`src/rtl/etp_pkg.sv`:
```
// Package for the exclusive-time profiler bank: widths, opcodes and the per-channel record.
// Depends on nothing; every rtl file imports it.
`timescale 1ns / 1ps
package etp_pkg;

    localparam int TickW  = 16;
    localparam int SumW   = 40;
    localparam int CountW = 24;
    localparam int ChanW  = 4;
    localparam int DefaultChannels = 16;

    typedef enum logic [1:0] {
        OP_START = 2'd0,
        OP_STOP  = 2'd1,
        OP_CLEAR = 2'd2,
        OP_NONE  = 2'd3
    } op_t;

    // One channel's statistics as kept in the statistics memory.
    typedef struct packed {
        logic [TickW-1:0]  least;
        logic [TickW-1:0]  most;
        logic [SumW-1:0]   sum;
        logic [CountW-1:0] stops;
    } stats_t;

    localparam stats_t StatsReset = '{least: '1, most: '0, sum: '0, stops: '0};

endpackage

```
`src/rtl/etp_divider.sv`:
```
// Restoring divider, one quotient bit per cycle: 40-bit total over 24-bit count.
// Depends on etp_pkg.
`timescale 1ns / 1ps
module etp_divider
(
    input  logic                       clk,
    input  logic                       rst_n,
    input  logic                       start,
    input  logic [etp_pkg::SumW-1:0]   dividend,
    input  logic [etp_pkg::CountW-1:0] divisor,
    output logic                       done,
    output logic [etp_pkg::TickW-1:0]  quotient
);
    import etp_pkg::*;

    localparam int StepW = $clog2(SumW + 1);

    logic [SumW-1:0]   quo_reg, quo_next;
    logic [CountW-1:0] rem_reg, rem_next;
    logic [CountW-1:0] div_reg;
    logic [StepW-1:0]  step_reg, step_next;
    logic              busy_reg, busy_next;
    logic              done_reg, done_next;
    logic [CountW:0]   trial;

    // The done flag stays high from the last quotient bit until the next start.
    always_comb
    begin
        quo_next  = quo_reg;
        rem_next  = rem_reg;
        step_next = step_reg;
        busy_next = busy_reg;
        done_next = done_reg;
        trial     = {rem_reg, quo_reg[SumW-1]};
        if (start)
        begin
            quo_next  = dividend;
            rem_next  = '0;
            step_next = StepW'(SumW);
            busy_next = 1'b1;
            done_next = 1'b0;
        end
        else if (busy_reg)
        begin
            // The remainder stays below the divisor, so the shifted trial fits CountW+1 bits.
            if (trial >= {1'b0, div_reg})
            begin
                rem_next = CountW'(trial - {1'b0, div_reg});
                quo_next = {quo_reg[SumW-2:0], 1'b1};
            end
            else
            begin
                rem_next = trial[CountW-1:0];
                quo_next = {quo_reg[SumW-2:0], 1'b0};
            end
            step_next = step_reg - 1'b1;
            if (step_reg == StepW'(1))
            begin
                busy_next = 1'b0;
                done_next = 1'b1;
            end
        end
    end

    always_ff @(posedge clk or negedge rst_n)
    begin
        if (!rst_n)
        begin
            busy_reg <= 1'b0;
            done_reg <= 1'b0;
            step_reg <= '0;
        end
        else
        begin
            busy_reg <= busy_next;
            done_reg <= done_next;
            step_reg <= step_next;
        end
    end

    always_ff @(posedge clk)
    begin
        quo_reg <= quo_next;
        rem_reg <= rem_next;
        if (start)
        begin
            div_reg <= divisor;
        end
    end

    assign done     = done_reg;
    assign quotient = (|quo_reg[SumW-1:TickW]) ? '1 : quo_reg[TickW-1:0];

endmodule

```
`src/rtl/exclusive_time_profiler_bank.sv`:
```
// Top level of the exclusive-time profiler bank: sequencer, channel memories, output register.
// Depends on etp_pkg and etp_divider.
`timescale 1ns / 1ps
// A bank of CHANNELS profiling channels timed by a 16-bit down-counting timer.
// Each input transaction carries an opcode: start records the timestamp and
// marks the channel active; stop on an active channel produces one output
// transaction with the exclusive time (elapsed minus ticks charged to nested
// channels, floored at zero) plus min, max, average and stop count; reset-all
// clears every channel's statistics. Start samples, skip counts and statistics
// sit in synchronous memories, so each transaction is read, modified and
// written back by a sequencer that handles one transaction at a time. A start
// completes in the cycle it is accepted. A stop keeps the input stalled while
// the sequencer reads the channel's memories, calculates the new statistics,
// sweeps the skip counts of every channel (read, then write back to the other
// active channels), waits for the 40-bit average division, which runs
// alongside the sweep, and moves the result to the output register; its output
// transaction appears in the same cycle that the input stall is released.
// Reset-all sweeps the memories, clearing every skip count and statistics
// record. After reset the same clearing sweep runs once, holding the input
// stalled, before the first input transaction is taken. Start and stop on
// channel numbers at or beyond CHANNELS, and the unused opcode, are ignored. An
// output transaction waiting in the output register does not block acceptance
// of the next input transaction; only a second result stalls behind it.
module exclusive_time_profiler_bank
#(
    parameter int CHANNELS = etp_pkg::DefaultChannels
)
(
    input  logic                       clk,
    input  logic                       rst_n,
    input  logic                       in_valid,
    output logic                       in_stall,
    input  logic [1:0]                 opcode,
    input  logic [etp_pkg::ChanW-1:0]  channel,
    input  logic [etp_pkg::TickW-1:0]  timestamp,
    output logic                       out_valid,
    input  logic                       out_stall,
    output logic [etp_pkg::ChanW-1:0]  channel_out,
    output logic [etp_pkg::TickW-1:0]  exclusive_time,
    output logic [etp_pkg::TickW-1:0]  min_time,
    output logic [etp_pkg::TickW-1:0]  max_time,
    output logic [etp_pkg::TickW-1:0]  average_time,
    output logic [etp_pkg::CountW-1:0] stop_count
);
    import etp_pkg::*;

    localparam int IdxW = (CHANNELS > 1) ? $clog2(CHANNELS) : 1;
    localparam int CntW = $clog2(CHANNELS + 1);

    typedef enum logic [7:0] {
        S_CLEAR = 8'b0000_0001,
        S_IDLE  = 8'b0000_0010,
        S_READ  = 8'b0000_0100,
        S_CALC  = 8'b0000_1000,
        S_SWEEP = 8'b0001_0000,
        S_SKIP  = 8'b0010_0000,
        S_WAIT  = 8'b0100_0000,
        S_EMIT  = 8'b1000_0000
    } state_t;

    // Channel memories. Activity bits are flip-flops: the sweep needs them all.
    logic [TickW-1:0] start_mem [CHANNELS];
    logic [TickW-1:0] skip_mem  [CHANNELS];
    stats_t           stats_mem [CHANNELS];
    logic [CHANNELS-1:0] active_reg, active_next;

    state_t            state_reg, state_next;
    logic [CntW-1:0]   idx_reg, idx_next;
    logic [IdxW-1:0]   ch_reg;
    logic [TickW-1:0]  stamp_reg;

    logic [TickW-1:0]  start_rd_reg, skip_rd_reg;
    stats_t            stats_rd_reg;
    logic [TickW-1:0]  excl_reg;
    stats_t            stats_new_reg;

    logic              out_valid_reg;
    logic [ChanW-1:0]  out_ch_reg;
    logic [TickW-1:0]  out_excl_reg, out_min_reg, out_max_reg, out_avg_reg;
    logic [CountW-1:0] out_cnt_reg;

    logic              in_take;
    logic              ch_ok;
    logic [IdxW-1:0]   chan_idx;
    logic [IdxW-1:0]   idx_addr;
    logic              div_start, div_done;
    logic [TickW-1:0]  div_q;

    // Combinational results of the stop calculation.
    logic [TickW-1:0]  elapsed;
    logic [TickW-1:0]  excl_c;
    logic [SumW:0]     sum_wide;
    stats_t            stats_c;
    logic [TickW:0]    skip_sum;

    assign idx_addr = idx_reg[IdxW-1:0];
    assign chan_idx = IdxW'(channel);
    assign ch_ok    = ({{(32-ChanW){1'b0}}, channel} < 32'(CHANNELS));
    assign in_stall = (state_reg != S_IDLE);
    assign in_take  = in_valid && !in_stall;

    always_comb
    begin
        elapsed  = start_rd_reg - stamp_reg;
        excl_c   = (elapsed > skip_rd_reg) ? elapsed - skip_rd_reg : '0;
        stats_c  = stats_rd_reg;
        if (stats_rd_reg.stops != '1)
        begin
            stats_c.stops = stats_rd_reg.stops + 1'b1;
        end
        if (excl_c < stats_rd_reg.least)
        begin
            stats_c.least = excl_c;
        end
        if (excl_c > stats_rd_reg.most)
        begin
            stats_c.most = excl_c;
        end
        sum_wide = {1'b0, stats_rd_reg.sum} + {{(SumW+1-TickW){1'b0}}, excl_c};
        stats_c.sum = sum_wide[SumW] ? '1 : sum_wide[SumW-1:0];
        skip_sum = {1'b0, skip_rd_reg} + {1'b0, excl_reg};
    end

    assign div_start = (state_reg == S_CALC);

    etp_divider u_div
    (
        .clk      (clk),
        .rst_n    (rst_n),
        .start    (div_start),
        .dividend (stats_c.sum),
        .divisor  (stats_c.stops),
        .done     (div_done),
        .quotient (div_q)
    );

    always_comb
    begin
        state_next  = state_reg;
        idx_next    = idx_reg;
        active_next = active_reg;
        unique case (state_reg)
            S_CLEAR:
            begin
                idx_next = idx_reg + 1'b1;
                if (idx_reg == CntW'(CHANNELS - 1))
                begin
                    state_next = S_IDLE;
                end
            end
            S_IDLE:
            begin
                if (in_take)
                begin
                    priority if (opcode == OP_CLEAR)
                    begin
                        active_next = '0;
                        idx_next    = '0;
                        state_next  = S_CLEAR;
                    end
                    else if (opcode == OP_START && ch_ok)
                    begin
                        active_next[chan_idx] = 1'b1;
                    end
                    else if (opcode == OP_STOP && ch_ok && active_reg[chan_idx])
                    begin
                        state_next = S_READ;
                    end
                    else
                    begin
                        state_next = S_IDLE;
                    end
                end
            end
            S_READ:
            begin
                state_next = S_CALC;
            end
            S_CALC:
            begin
                active_next[ch_reg] = 1'b0;
                idx_next   = '0;
                state_next = S_SWEEP;
            end
            S_SWEEP:
            begin
                // Issue the read of one channel's skip count.
                state_next = S_SKIP;
            end
            S_SKIP:
            begin
                idx_next = idx_reg + 1'b1;
                if (idx_reg == CntW'(CHANNELS - 1))
                begin
                    state_next = S_WAIT;
                end
                else
                begin
                    state_next = S_SWEEP;
                end
            end
            S_WAIT:
            begin
                if (div_done)
                begin
                    state_next = S_EMIT;
                end
            end
            S_EMIT:
            begin
                if (!out_valid_reg || !out_stall)
                begin
                    state_next = S_IDLE;
                end
            end
            default:
            begin
                state_next = S_IDLE;
            end
        endcase
    end

    always_ff @(posedge clk or negedge rst_n)
    begin
        if (!rst_n)
        begin
            state_reg     <= S_CLEAR;
            idx_reg       <= '0;
            active_reg    <= '0;
            out_valid_reg <= 1'b0;
        end
        else
        begin
            state_reg  <= state_next;
            idx_reg    <= idx_next;
            active_reg <= active_next;
            if (state_reg == S_EMIT && (!out_valid_reg || !out_stall))
            begin
                out_valid_reg <= 1'b1;
            end
            else if (!out_stall)
            begin
                out_valid_reg <= 1'b0;
            end
        end
    end

    // Transaction capture and memory accesses.
    always_ff @(posedge clk)
    begin
        if (in_take)
        begin
            ch_reg       <= chan_idx;
            stamp_reg    <= timestamp;
            if (opcode == OP_START && ch_ok)
            begin
                start_mem[chan_idx] <= timestamp;
            end
        end
        unique case (state_reg)
            S_CLEAR:
            begin
                skip_mem[idx_addr]  <= '0;
                stats_mem[idx_addr] <= StatsReset;
            end
            S_READ:
            begin
                start_rd_reg <= start_mem[ch_reg];
                skip_rd_reg  <= skip_mem[ch_reg];
                stats_rd_reg <= stats_mem[ch_reg];
            end
            S_CALC:
            begin
                excl_reg           <= excl_c;
                stats_new_reg      <= stats_c;
                stats_mem[ch_reg]  <= stats_c;
                skip_mem[ch_reg]   <= '0;
            end
            S_SWEEP:
            begin
                skip_rd_reg <= skip_mem[idx_addr];
            end
            S_SKIP:
            begin
                if (active_reg[idx_addr])
                begin
                    skip_mem[idx_addr] <= skip_sum[TickW] ? '1 : skip_sum[TickW-1:0];
                end
            end
            default:
            begin
            end
        endcase
        if (state_reg == S_EMIT && (!out_valid_reg || !out_stall))
        begin
            out_ch_reg   <= ChanW'(ch_reg);
            out_excl_reg <= excl_reg;
            out_min_reg  <= stats_new_reg.least;
            out_max_reg  <= stats_new_reg.most;
            out_avg_reg  <= div_q;
            out_cnt_reg  <= stats_new_reg.stops;
        end
    end

    assign out_valid      = out_valid_reg;
    assign channel_out    = out_ch_reg;
    assign exclusive_time = out_excl_reg;
    assign min_time       = out_min_reg;
    assign max_time       = out_max_reg;
    assign average_time   = out_avg_reg;
    assign stop_count     = out_cnt_reg;

endmodule

```
`config.mk`:
```
export PLATFORM = sky130hd
export DESIGN_NAME = exclusive_time_profiler_bank
export DESIGN_NICKNAME = d
export VERILOG_FILES = /design/src/rtl/etp_pkg.sv /design/src/rtl/etp_divider.sv /design/src/rtl/exclusive_time_profiler_bank.sv
export SDC_FILE = /design/constraint.sdc
export NUM_CORES = 2
export LEC_CHECK = 0
export BUFFER_PORTS_ARGS = -buffer_cell sky130_fd_sc_hd__buf_2
export CORE_UTILIZATION = 40
export DETAILED_ROUTE_END_ITERATION = 6
export PLACE_DENSITY = 0.64
export SYNTH_ARGS = -nofsm -noshare
export SYNTH_HDL_FRONTEND = slang
export SYNTH_HIERARCHICAL = 1
export SYNTH_SLANG_ARGS = --single-unit
```
`constraint.sdc`:
```
create_clock -name clk -period 10.3 [get_ports clk]
set_input_delay 1.03 -clock clk [delete_from_list [all_inputs] [get_ports clk]]
set_output_delay 1.03 -clock clk [all_outputs]
set_load 0.02 [all_outputs]
```
# Yosys cells after proc, flatten, opt, wreduce, memory -nomap -nowiden

Memories as Yosys holds them, arrays and structs flattened. A register that Yosys moved wholly into a read port is not among the register bits.
Cells that the tools add are included.

RAM bits: 2048
Memories: 3
Input bits: 26
Flip-flop bits (word level): 302
Logic and storage cells: 154

Memory list:

| memory    | words | width | read ports | clocked after Yosys merged registers in | wr ports | RTL line                           | RTL |
|---|---|---|---|---|---|---|---|
| stats_mem | 16    | 96    | 1          | 1                                       | 1        | exclusive_time_profiler_bank.sv:64 | `stats_t stats_mem [CHANNELS];` |
| skip_mem  | 16    | 16    | 2          | 1                                       | 1        | exclusive_time_profiler_bank.sv:63 | `logic [TickW-1:0] skip_mem [CHANNELS];` |
| start_mem | 16    | 16    | 1          | 1                                       | 1        | exclusive_time_profiler_bank.sv:62 | `logic [TickW-1:0] start_mem [CHANNELS];` |

Bitwise gates (word level): 4
Add/sub/neg operators: 8
Order comparisons: 9
Multiplexer cells: 63
Equal/unequal tests: 22
Reductions and logical operators: 23

Operator list:

| operator                                                                     | count |
|---|---|
| 16-bit two-way mux                                                           | 9 |
| 40-bit two-way mux                                                           | 3 |
| 96-bit two-way mux                                                           | 1 |
| 96-bit OR reduction                                                          | 1 |
| 16-bit case mux with 2 select lines                                          | 2 |
| 8-bit case mux with 8 select lines                                           | 1 |
| 24-bit two-way mux                                                           | 2 |
| 8-bit two-way mux                                                            | 6 |
| 40-bit by 16-bit adder with 41-bit output                                    | 1 |
| 16-bit > comparator                                                          | 2 |
| 16-bit subtractor                                                            | 2 |
| 25-bit by 24-bit greater-or-equal comparator with 1-bit output               | 1 |
| 1-bit two-way mux                                                            | 25 |
| 24-bit by 1-bit adder with 24-bit output, second input constant              | 1 |
| 24-bit inequality test, second input constant                                | 1 |
| 24-bit OR reduction                                                          | 1 |
| 24-bit subtractor                                                            | 1 |
| 16-bit by 16-bit adder with 17-bit output                                    | 1 |
| 16-bit bitwise AND                                                           | 1 |
| 16-bit less-than comparator                                                  | 1 |
| 16-bit NOT                                                                   | 1 |
| 16-bit bitwise OR                                                            | 1 |
| 16-bit OR reduction                                                          | 1 |
| 4-bit by 5-bit less-than comparator with 1-bit output, second input constant | 3 |
| other kinds (38)                                                             | 60 |

# Depth between registers and ports, before layout

Depth in word-level cells: 9
Gate-level depth with buffers: 29

# By module

The synthesis kept the hierarchy.

By module, submodules not included:

| module                       | area each (um^2) | cells each | instances |
|---|---|---|---|
| exclusive_time_profiler_bank | 96460.0          | 4452       | 1 |
| etp_divider                  | 5415.2           | 513        | 1 |

# Worst setup path before layout

OpenSTA, ideal clock, no wires.

Kind: register to register
Start: register state_reg[3]
End: register skip_rd_reg[0], enable pin
Clock period less this slack: 10.458 ns
Slack: -0.158 ns
Data arrival time: 10.081 ns
Cell stages (with the launch flop): 5
Cells stage by stage: dfrtp_1 > nor4_1 > nand2_1 > nor3b_1 > nand2b_1

Longest elaborated chain between the ends: 2
Elaborated cells between the ends (all ways): 3

RTL lines:

| element                                                                                                          | RTL line                            | RTL |
|---|---|---|
| start: declaration                                                                                               | exclusive_time_profiler_bank.sv:67  | `state_t state_reg, state_next;` |
| start signal: assignment                                                                                         | exclusive_time_profiler_bank.sv:234 | `state_reg <= state_next;` |
| 8-bit by 3-bit equality test with 1-bit output or 8-bit by 5-bit equality test with 1-bit output (tied branches) | exclusive_time_profiler_bank.sv:260 | `unique case (state_reg)` |
| 2-bit nonzero test (no source line) *                                                                            | --                                  |  |
| end signal: assignment                                                                                           | exclusive_time_profiler_bank.sv:269 | `skip_rd_reg <= skip_mem[ch_reg];` |
| end signal: assignment                                                                                           | exclusive_time_profiler_bank.sv:281 | `skip_rd_reg <= skip_mem[idx_addr];` |
| end: declaration                                                                                                 | exclusive_time_profiler_bank.sv:72  | `logic [TickW-1:0] start_rd_reg, skip_rd_reg;` |

Mark *: on every way between the ends. The rest lies on a longest branch, timed or not.
A chain may end at the register's enable or synchronous reset.

# Worst setup path after layout

Start: register stamp_reg[1]
End: memory stats_mem[5][38] (netlist name), data pin

Longest elaborated chain between the ends: 6
Elaborated cells between the ends (all ways): 7

RTL lines:

| element                                                  | RTL line                            | RTL |
|---|---|---|
| start: declaration                                       | exclusive_time_profiler_bank.sv:70  | `logic [TickW-1:0] stamp_reg;` |
| start signal: assignment                                 | exclusive_time_profiler_bank.sv:254 | `stamp_reg <= timestamp;` |
| 16-bit subtractor *                                      | exclusive_time_profiler_bank.sv:104 | `elapsed = start_rd_reg - stamp_reg;` |
| 16-bit subtractor or 16-bit > comparator (tied branches) | exclusive_time_profiler_bank.sv:105 | `excl_c = (elapsed > skip_rd_reg) ? elapsed - skip_rd_reg : '0;` |
| 16-bit two-way mux *                                     | exclusive_time_profiler_bank.sv:105 |  |
| named net excl_c[12]                                     | exclusive_time_profiler_bank.sv:91  | `logic [TickW-1:0] excl_c;` |
| 40-bit by 16-bit adder with 41-bit output *              | exclusive_time_profiler_bank.sv:119 | `sum_wide = {1'b0, stats_rd_reg.sum} + {{(SumW+1-TickW){1'b0}}, excl_c};` |
| 40-bit two-way mux *                                     | exclusive_time_profiler_bank.sv:120 | `stats_c.sum = sum_wide[SumW] ? '1 : sum_wide[SumW-1:0];` |
| 96-bit two-way mux (no source line) *                    | --                                  |  |
| end: declaration                                         | exclusive_time_profiler_bank.sv:64  |  |

Mark *: on every way through the listed nets, which the timed path passes. The rest lies on a longest branch.

==> summary.txt <==
Outcome
  • Status: finished clean

Clocking
  • Clock sinks: 2490
  • CTS tree: built
  • Post-CTS Resized: 0
  • Hold-fix buffers at CTS: 0
  • # H-tree levels: 4
  • CTS Buffer Depth: 3
  • Cts bufs inserted: 234
  • Clock transition at the registers of the reported paths: 0.07 ns
  • CTS root buf: clkbuf_16
  • Postcts setup bufs: 0
  • Clock latency on the worst-skew pair: 0.89 ns

Finish
  • Fin util: 45.51%
  • Fillers: 21050
  • Fin nets: 5363
  • Largest Register: stats_mem
  • Proportion of layout cells with a drive suffix above 1: 27.67%
  • Regs by FF count: stats_mem: 1536 flops, skip_mem: 256 flops, start_mem: 256 flops
  • Area occupied by multi-input gates: 26320 sq um
  • Fin area: 114800 sq um
  • Non-filler cells, final: 8754
  • Largest register FFs: 1536
  • Layout area overhead: 12.71%
  • FF/Latch Area: 74310 sq um
  • Most common cell after layout, fill and taps aside: edfxtp_1
  • Most frequent cells in the layout: 2424 x edfxtp_1, 730 x mux4_2, 235 x clkbuf_16

Placement
  • DP HPWL: 134100 microns
  • I/O Buffers: 119
  • Placed cell areas: 107000 sq um
  • Gpl congestion: 0.8614
  • Post-Place Cells: 8321

Power and ir drop
  • Combinational power share: 6.0%
  • PwrDens: 184.1 nW/um^2
  • Register share of total power: 52.4%
  • Worst vdd rail ir drop: 0.0001680 V
  • P_leak: 39.52 nW
  • Clock power share: 41.6%
  • Sw power: 4.558 mW
  • Sw Share: 21.56%
  • Pint: 16.58 mW

Timing
  • Worst-margin pin slew: 1.335 ns
  • Final setup fails: 0
  • Max transition margin: 10.97%
  • Final Critical Period: 8.156 ns
  • Final hold viol count: 0
  • Setup Skew: 0.06355 ns
  • Max-slew violation count: 0
  • RSZ-0062 raised after global routing: no
  • Final setup TNS: 0 ns
  • F_max: 122.6 MHz
  • Final period utilization: 79.18%

Synthesis
  • Post-Synth XOR/XNOR Area: 0.8253%
  • Mapped Area: 101900 sq um
  • Mux contribution to synthesized area: 17.23%
  • EDFF count, synth: 2424
  • Register area share after synthesis: 72.93%
  • Adder-Cell Fraction of Synth Area: 1.609%
  • Register bit count reported by yosys: 2490
  • Largest family of logic cells by synthesized area: multiplexers
  • Synth warn: 6
  • Syn Area/Cell: 20.52 sq um
  • Netlist cell types: 92
  • Compound-Gate Fraction of Synth Area: 2.628%
  • Synth Net Count: 5119
  • Async set-reset flop share out of synthesis: 1.526%
  • Simple-gate share of the synthesized area: 3.371%
  • Synth Instances: 4965
  • Main synth FF type: edfxtp_1

Critical path
  • CP delay by family, top: compound AO/OA/AOI/OAI gates
  • CP dominant cell by count: a21oi_1
  • Worst path cell trace: inv_1 -> ha_1 -> nor2b_1 -> o31a_1 -> o211ai_1 -> a21oi_1 -> o311ai_0 -> nand2b_1 -> a21oi_1 -> xnor2_1 -> ha_1 -> a21o_1 -> a21oi_1 -> o221a_2 -> a21o_1 -> nor2_1 -> ha_1 -> a21oi_1 -> a31oi_2 -> o21ai_4 -> or4_2 -> buf_4 -> a21oi_1
  • Crit. End Element: register
  • Startpoint types: register
  • WP data arrival: 8.70 ns
  • Worst-path fanout max: 35
  • Worst path max stage delay: 1.18 ns
  • Kind of critical path: reg2reg
  • Slowest library cell on the worst path: or4_2
  • Crit path buffers/inverters: 2
  • Worst EP required: 10.84 ns

Route
  • Drt wl/cell: 28.41 microns
  • Via count: 50840
  • Wl on met1: 102800 microns
  • Initial drt markers: 5325
  • Routed WL: 248700 microns
  • Routed wire length on met2: 123200 microns
  • Final ANT Viol Nets: 0
  • Vias/cell: 5.807
  • TritonRoute pass-1 iters: 5
  • Post-route DRC violation count: 0
  • Met3 wire length: 17480 microns
  • Top Layer Used: met5

Global routing
  • Remaining Overflow, GRT: 0
  • First-pass GRT wire length: 360600 microns
  • Largest net degree at the start of global routing: 139
  • Vias in the first global route: 51570
  • GRT Overall Usage: 19.27%
  • Initial antenna violation count: 8

Floorplanning
  • Placement Rows: 184
  • Die area: 256700 sq um
  • Chip Width: 506.7 microns
  • Area of the core: 252300 sq um
  • Die Ht: 506.7 microns
  • Top Ports: 120
  • Initial Util: 40.38%

Min path
  • Hold crit path type: in2async

Run
  • Max-Cap Viols: 0
==> path summary, 6_finish.rpt <==
kind | end | depth (start not counted) | from | slack, ns
max in group asynchronous | idx_reg[0] | 2 | rst_n | 9.58
worst max-delay path | stats_mem[5][38] | 23 | stamp_reg[1] | 2.14
worst min-delay path | u_div/busy_reg | 2 | rst_n | 0.21
worst max register to register | stats_mem[5][38] | 23 | stamp_reg[1] | 2.14
worst min register to register | stop_count[17] | 0 | stats_new_reg[17] | 0.42
min in group clk | stop_count[17] | 0 | stats_new_reg[17] | 0.42
==> synthesized netlist by cell type, types with 57 or more instances <==
master	n	area, sq um
a21oi_1	141	705.7
and2_1	58	362.9
clkbuf_1	146	548.0
edfxtp_1	2424	72790
ha_1	123	1539
inv_1	128	480.5
mux2_2	92	1036
mux4_2	730	16440
nand2_1	169	634.4
nor2_1	158	593.1
o21ai_0	57	285.3
xnor2_1	58	508.0
==> metal layers <==
layer | vias to the layer above | global-route usage [%]
li1 | 21110 | -
met1 | 27520 | 26.58
met2 | 1903 | 32.04
met3 | 303 | 3.127
met4 | 4 | 4.655
met5 | - | 0
==> cell families after synthesis <==
logic type / after synthesis
buffers and inverters: 352
AO/OA/AOI/OAI: 398
flip-flops: 2490
XOR/XNOR: 96
multiplexers: 827
AND/OR/NAND/NOR: 674
adder cells (fa/ha/maj): 128
==> layout make-up <==
| type | count | area share [%] |
|---|---|---|
| sequential | 2490 | 64.72 |
| multi-input combinational | 2123 | 22.92 |
| clock buffer | 297 | 5.437 |
| tap | 3348 | 3.648 |
| timing repair buffer | 232 | 1.443 |
| clock inverter | 132 | 1.399 |
| inverter | 128 | 0.4250 |
| antenna | 4 | 0.008717 |
==> per-stage QoR <==
step           hold WS (ns)  power [mW]  setup WS (ns)
2_1_floorplan        0.4003       12.18          3.856
4_1_cts              0.1733       21.29          2.152
6_report             0.2091       21.14          2.144
3_3_place_gp         0.4021       12.57          2.367
5_1_grt              0.2192       21.72          1.596
3_5_place_dp         0.4045       12.57          2.222
==> power groups by stage <==
stage / Combinational [mW] / Sequential (mW) / Clock (mW)
CTS: 1.28 / 11.1 / 8.93
finish: 1.27 / 11.1 / 8.79
floorplan: 0.909 / 11.3 / 0
detailed placement: 1.27 / 11.3 / 0
global route: 1.36 / 11.1 / 9.28
global placement: 1.27 / 11.3 / 0
Power figures use the tool's default switching activity.
